[config.mk]
export PLATFORM = sky130hd
export DESIGN_NAME = mdbp_axis
export DESIGN_NICKNAME = d
export VERILOG_FILES = /design/src/rtl/mdbp_pkg.sv /design/src/rtl/mdbp_axis.sv
export SDC_FILE = /design/constraint.sdc
export NUM_CORES = 2
export LEC_CHECK = 0
export BUFFER_PORTS_ARGS = -buffer_cell sky130_fd_sc_hd__buf_2
export CAP_MARGIN = 10
export CORE_MARGIN = 2
export CORE_UTILIZATION = 49
export DETAILED_ROUTE_END_ITERATION = 16
export GPL_ROUTABILITY_DRIVEN = 0
export PLACE_DENSITY = 0.76
export SLEW_MARGIN = 20
export SYNTH_ARGS = -nofsm -noshare
export SYNTH_HDL_FRONTEND = slang
export SYNTH_SLANG_ARGS = --single-unit
[constraint.sdc]
create_clock -name clock -period 13.5 [get_ports clock]
set_input_delay 3.375 -clock clock [delete_from_list [all_inputs] [get_ports clock]]
set_output_delay 3.375 -clock clock [all_outputs]
set_load 0.01 [all_outputs]
[src/rtl/mdbp_pkg.sv]
`timescale 1ns / 1ps
// Shared types, register indexes, reset values and saturation helper for the
// masked depth back-projection block. Depends on nothing.

package mdbp_pkg;

   // Width of the configuration index, wide enough that writes past the
   // last register can be expressed (and are ignored).
   localparam int CSR_INDEX_W = 4;
   localparam int CSR_DATA_W  = 32;

   // Register indexes on the configuration port.
   localparam logic [CSR_INDEX_W-1:0] CSR_VALUE_THRESHOLD = 4'd0;
   localparam logic [CSR_INDEX_W-1:0] CSR_INVERSE_FOCAL_X = 4'd1;
   localparam logic [CSR_INDEX_W-1:0] CSR_INVERSE_FOCAL_Y = 4'd2;
   localparam logic [CSR_INDEX_W-1:0] CSR_PRINCIPAL_POINT = 4'd3;
   localparam logic [CSR_INDEX_W-1:0] CSR_ROTATION        = 4'd4;
   localparam logic [CSR_INDEX_W-1:0] CSR_TRANSLATION_X   = 4'd5;
   localparam logic [CSR_INDEX_W-1:0] CSR_TRANSLATION_Y   = 4'd6;
   localparam logic [CSR_INDEX_W-1:0] CSR_TRANSLATION_Z   = 4'd7;

   // Reset values of the registers that do not reset to zero.
   localparam logic [7:0]  THRESHOLD_RESET = 8'd10;
   localparam logic [31:0] ROTATION_RESET  = 32'd16384;

   // Signed Q16.8 limits, held at the width the saturation helper works in.
   localparam logic signed [47:0] Q24_MAX = 48'sd8388607;
   localparam logic signed [47:0] Q24_MIN = -48'sd8388608;

   typedef struct packed {
      logic [9:0] pixel_row;
      logic [9:0] pixel_column;
      logic [7:0] depth;
      logic [7:0] red;
      logic [7:0] green;
      logic [7:0] blue;
      logic [7:0] bg_red;
      logic [7:0] bg_green;
      logic [7:0] bg_blue;
   } mdbp_req_type;

   typedef struct packed {
      logic signed [23:0] point_x;
      logic signed [23:0] point_y;
      logic signed [23:0] point_z;
      logic [7:0]         point_red;
      logic [7:0]         point_green;
      logic [7:0]         point_blue;
   } mdbp_rsp_type;

   // Per-stage load enables for the back-projection stages.
   typedef struct packed {
      logic s1;
      logic s2;
      logic s3;
      logic s4;
   } mdbp_adv_type;

   // Clamp a sign-extended value to the signed 24-bit range.
   function automatic logic signed [23:0] sat24(input logic signed [47:0] v);
      logic signed [23:0] r;
      if (v > Q24_MAX) begin
         r = 24'sh7FFFFF;
      end else if (v < Q24_MIN) begin
         r = -24'sh800000;
      end else begin
         r = v[23:0];
      end
      return r;
   endfunction

endpackage

[src/rtl/mdbp_axis.sv]
`timescale 1ns / 1ps
// One back-projection axis: offset from the principal point, scaled by depth
// and by the inverse focal length, rounded and saturated. Uses mdbp_pkg.

module mdbp_axis import mdbp_pkg::*; #(
   parameter int CW = 10
) (
   input  logic                clock,
   input  logic [CW-1:0]       coord,
   input  logic [15:0]         centre,
   input  logic [7:0]          depth_s1,
   input  logic [19:0]         inv_focal,
   input  mdbp_adv_type        adv,
   output logic signed [23:0]  result
);

   localparam int SH_W = CW + 4;
   localparam int ND_W = ((SH_W > 16) ? SH_W : 16) + 1;
   localparam int PD_W = ND_W + 9;
   localparam int PF_W = PD_W + 21;
   localparam int RS_W = PF_W + 1 - 16;
   localparam logic signed [PF_W:0] RND16 = (PF_W + 1)'(32768);

   logic signed [ND_W-1:0] nd_ff, nd_in;
   logic signed [PD_W-1:0] pd_ff, pd_in;
   logic signed [PF_W-1:0] pf_ff, pf_in;
   logic signed [23:0]     res_ff, res_in;
   logic signed [PF_W:0]   rnd;
   logic signed [RS_W-1:0] rs;

   // Negated offset: centre minus coordinate, both in Q.4 pixels.
   assign nd_in = signed'(ND_W'(centre)) - signed'(ND_W'({coord, 4'b0000}));
   assign pd_in = nd_ff * signed'({1'b0, depth_s1});
   assign pf_in = pd_ff * signed'({1'b0, inv_focal});
   assign rnd   = (PF_W + 1)'(pf_ff) + RND16;
   assign rs    = signed'(rnd[PF_W:16]);
   assign res_in = sat24(48'(rs));

   always_ff @(posedge clock) begin
      if (adv.s1) begin
         nd_ff <= nd_in;
      end
      if (adv.s2) begin
         pd_ff <= pd_in;
      end
      if (adv.s3) begin
         pf_ff <= pf_in;
      end
      if (adv.s4) begin
         res_ff <= res_in;
      end
   end

   assign result = res_ff;

endmodule

==> impl_results.md <==
- First-pass GRT wire length: between 100000 and 150000 um
- FF-to-FF Start: pd_ff[7]
- Initial DRC count: between 900 and 1000
- Die W: 241 um
- TritonRoute pass-1 iters: 8
- Post-CTS Setup Bufs: 0
- Compound-Gate Fraction of Synth Area: 0.0431
- Largest family of logic cells by synthesized area: adder cells
- Cts bufs inserted: 9
- Syn_nets: 3700
- Commonest cells in the synthesized netlist: inv_1 (682), fa_1 (635), and2_1 (433), nand2_1 (260), ha_1 (183)
- Status: complete, no violations
- Fmax: 100 MHz
- Max-slew violations: 0
- Critical path type: in -> reg
- Post-synthesis xor/xnor area fraction: 0.0265
- Routed vias: 18200
- Root Driver: clkbuf_16
- Critical path endpoint category: register
- DRT Wirelength: 59000 um
- HP Class: reg -> reg
- Antenna Nets Post-Route: 0
- #FFs+latches synth: 99
- Synth top area share: 0.463
- Pin count of the biggest net entering global routing: 33
- R2R depth: 22
- Number of port buffers: 82
- Initial antenna violation count: 5
- Nets: 3684
- Post_cts resized: 0
- Grt total ovfl: 0
- Post-synthesis adder-cell area fraction: 0.546
- Mux contribution to synthesized area: 0
- Wirelength per Cell: 16.6 um
- DRC Markers: 0
- H-tree levels: 3
- Critical path arrival: 10.14 ns
- Die Span Y: 241 um
- Max-cap check violation count: 0
- FFs w/ async S/R, synth: 0
- Startpoint Class: input port
- Die Area: ~0.058 sq mm
- Worst setup startpoint: inv_focal[12]
- Top_reg_cell synth: edfxtp_1
- Setup ws final: 3.50 ns
- CTS tree: done
- CTS Sinks: 99
- Post-DR vias/cell: 5.10
- Min Tclk post-route: 10.00 ns
- Library cells used by synthesis: 65
- Reg-to-Reg End: pf_ff[37]
- R2r setup slk: 5.83 ns
- Area contributors post-synth: fa_1 (46%), edfxtp_1 (11%), and2_1 (9.9%)
- Endpoints failing setup: 0
- Final TNS setup: 0 ns
- Period utilisation layout: 0.741
- Most common cell in the synthesized netlist: inv_1
- Vias in the first global route: approximately 20000
- Clock Tree Buf Depth: 2
- Synth Area in Simple Gates: 0.166
- Gr usage total: 0.222
- Synthesized area: ~0.027 sq mm
- Cts hold-fix bufs: 0
- Number of synthesized flops with an enable pin: a little under 100
- Register area: 0.00297 sq mm
- Post-Syn Area per Cell: 9.73 sq um
- Slew margin rel.: 0.317
- Endpoints failing hold: 0
- Core box area: between 0.05 and 0.06 sq mm
- Leading area contributor after synthesis: fa_1
- CP max FO: 26
- Reg clk slew, reported paths: 0.07 ns
- Ports: 83
- Worst Tran Pin Value: 1.02 ns
- Post-Place Setup Slack: ~3 ns
- Max Clock Skew: 0.0151 ns
- # fillers: between 5000 and 6000
- Synth Warn #: 0
- Gate Count Post-Synth: 2823
- Seq/Total Area, Yosys: 0.108
- RSZ-0062 raised after global routing: false
- Share of cells above drive strength 1: 0.0509
- CP endpoint: pf_ff[37]
- Row count: 86
- Initial core utilization: 0.497
- Clock Latency Late Sink: between 0.3 and 0.4 ns
- Critical path required time: around 14 ns
- Synthesis-to-layout area growth: 4.34%
- DP HPWL: roughly 48000 um
- Area occupied by multi-input gates: 0.0215 sq mm
worst min-delay path by stage:
stage	start	endpoint	slack (ns)	cells after the start
2_1_floorplan	pf_ff[20]	result[4]	0.60	2
6_report	pf_ff[24]	result[8]	0.65	2
4_1_cts	pf_ff[24]	result[8]	0.65	2
5_1_grt	pf_ff[24]	result[8]	0.68	2
3_3_place_gp	pf_ff[32]	result[16]	0.63	2
3_5_place_dp	pf_ff[24]	result[8]	0.63	2
sequential cells by signal (all words and copies together) (netlist names):
| name | cells |
|---|---|
| nd_ff | 17 |
| pd_ff | 26 |
| pf_ff | 32 |
| result | 24 |
metal layers:
| metal | routed length (um) | vias up | track usage |
|---|---|---|---|
| met5 | 28 | - | 0 |
| met4 | 1020 | 6 | 0.0537 |
| met3 | 3690 | 77 | 0.0450 |
| met2 | 28700 | 500 | 0.376 |
| met1 | 25600 | 9300 | 0.295 |
| li1 | - | 8300 | - |
cells by family after synthesis:
kind of cell / after synthesis
flops: 99
simple gates: 857
buf+inv: 795
compound gates: 171
fa+ha+maj: 818
xor+xnor: 83
critical path, cell delays in order:
cell and delay (ns):
buf_2 0.38, nand2_1 0.15, fa_1 0.57, inv_1 0.05
fa_1 0.50, inv_1 0.05, fa_1 0.54, inv_1 0.05
fa_1 0.47, fa_1 0.52, fa_1 0.54, inv_1 0.06
fa_1 0.53, inv_1 0.05, ha_1 0.33, a21o_1 0.23
nor2b_4 0.14, nor3_1 0.31, a211oi_2 0.15, or4_4 0.55
a31oi_1 0.31, o21ai_1 0.13, xor2_1 0.15
stage by stage:
step,hold WS [ns],cell area [sq um],cells,util
6_report,0.649,28700,3562,0.518
5_1_grt,0.684,28700,3562,0.518
4_1_cts,0.651,28700,3560,0.518
3_5_place_dp,0.634,28400,3544,0.513
3_3_place_gp,0.625,28400,3544,0.513
2_1_floorplan,0.596,27500,2823,-
layout make-up:
| cell class | instances | area share |
|---|---|---|
| clock buffers | 10 | 0.00799 |
| multi-input cells | 1929 | 0.749 |
| diodes | 2 | 0.000175 |
| clock inverters | 6 | 0.00140 |
| inverters | 682 | 0.0893 |
| flip-flops and latches | 99 | 0.104 |
| repair buffers | 86 | 0.0154 |
| well taps | 748 | 0.0326 |
layout by cell type, fill, tap and decap left out, types with 43 or more instances in the layout:
master and count:
buf_2 82, a21oi_1 43, nand2_1 260, xnor2_1 51, fa_1 635, ha_1 183
nor2_1 61, edfxtp_1 99, inv_1 682, and2_1 433
Power is left out: the tool's default activity adds up to more than one toggle a clock period on the data nets, which glitch-free logic cannot reach.
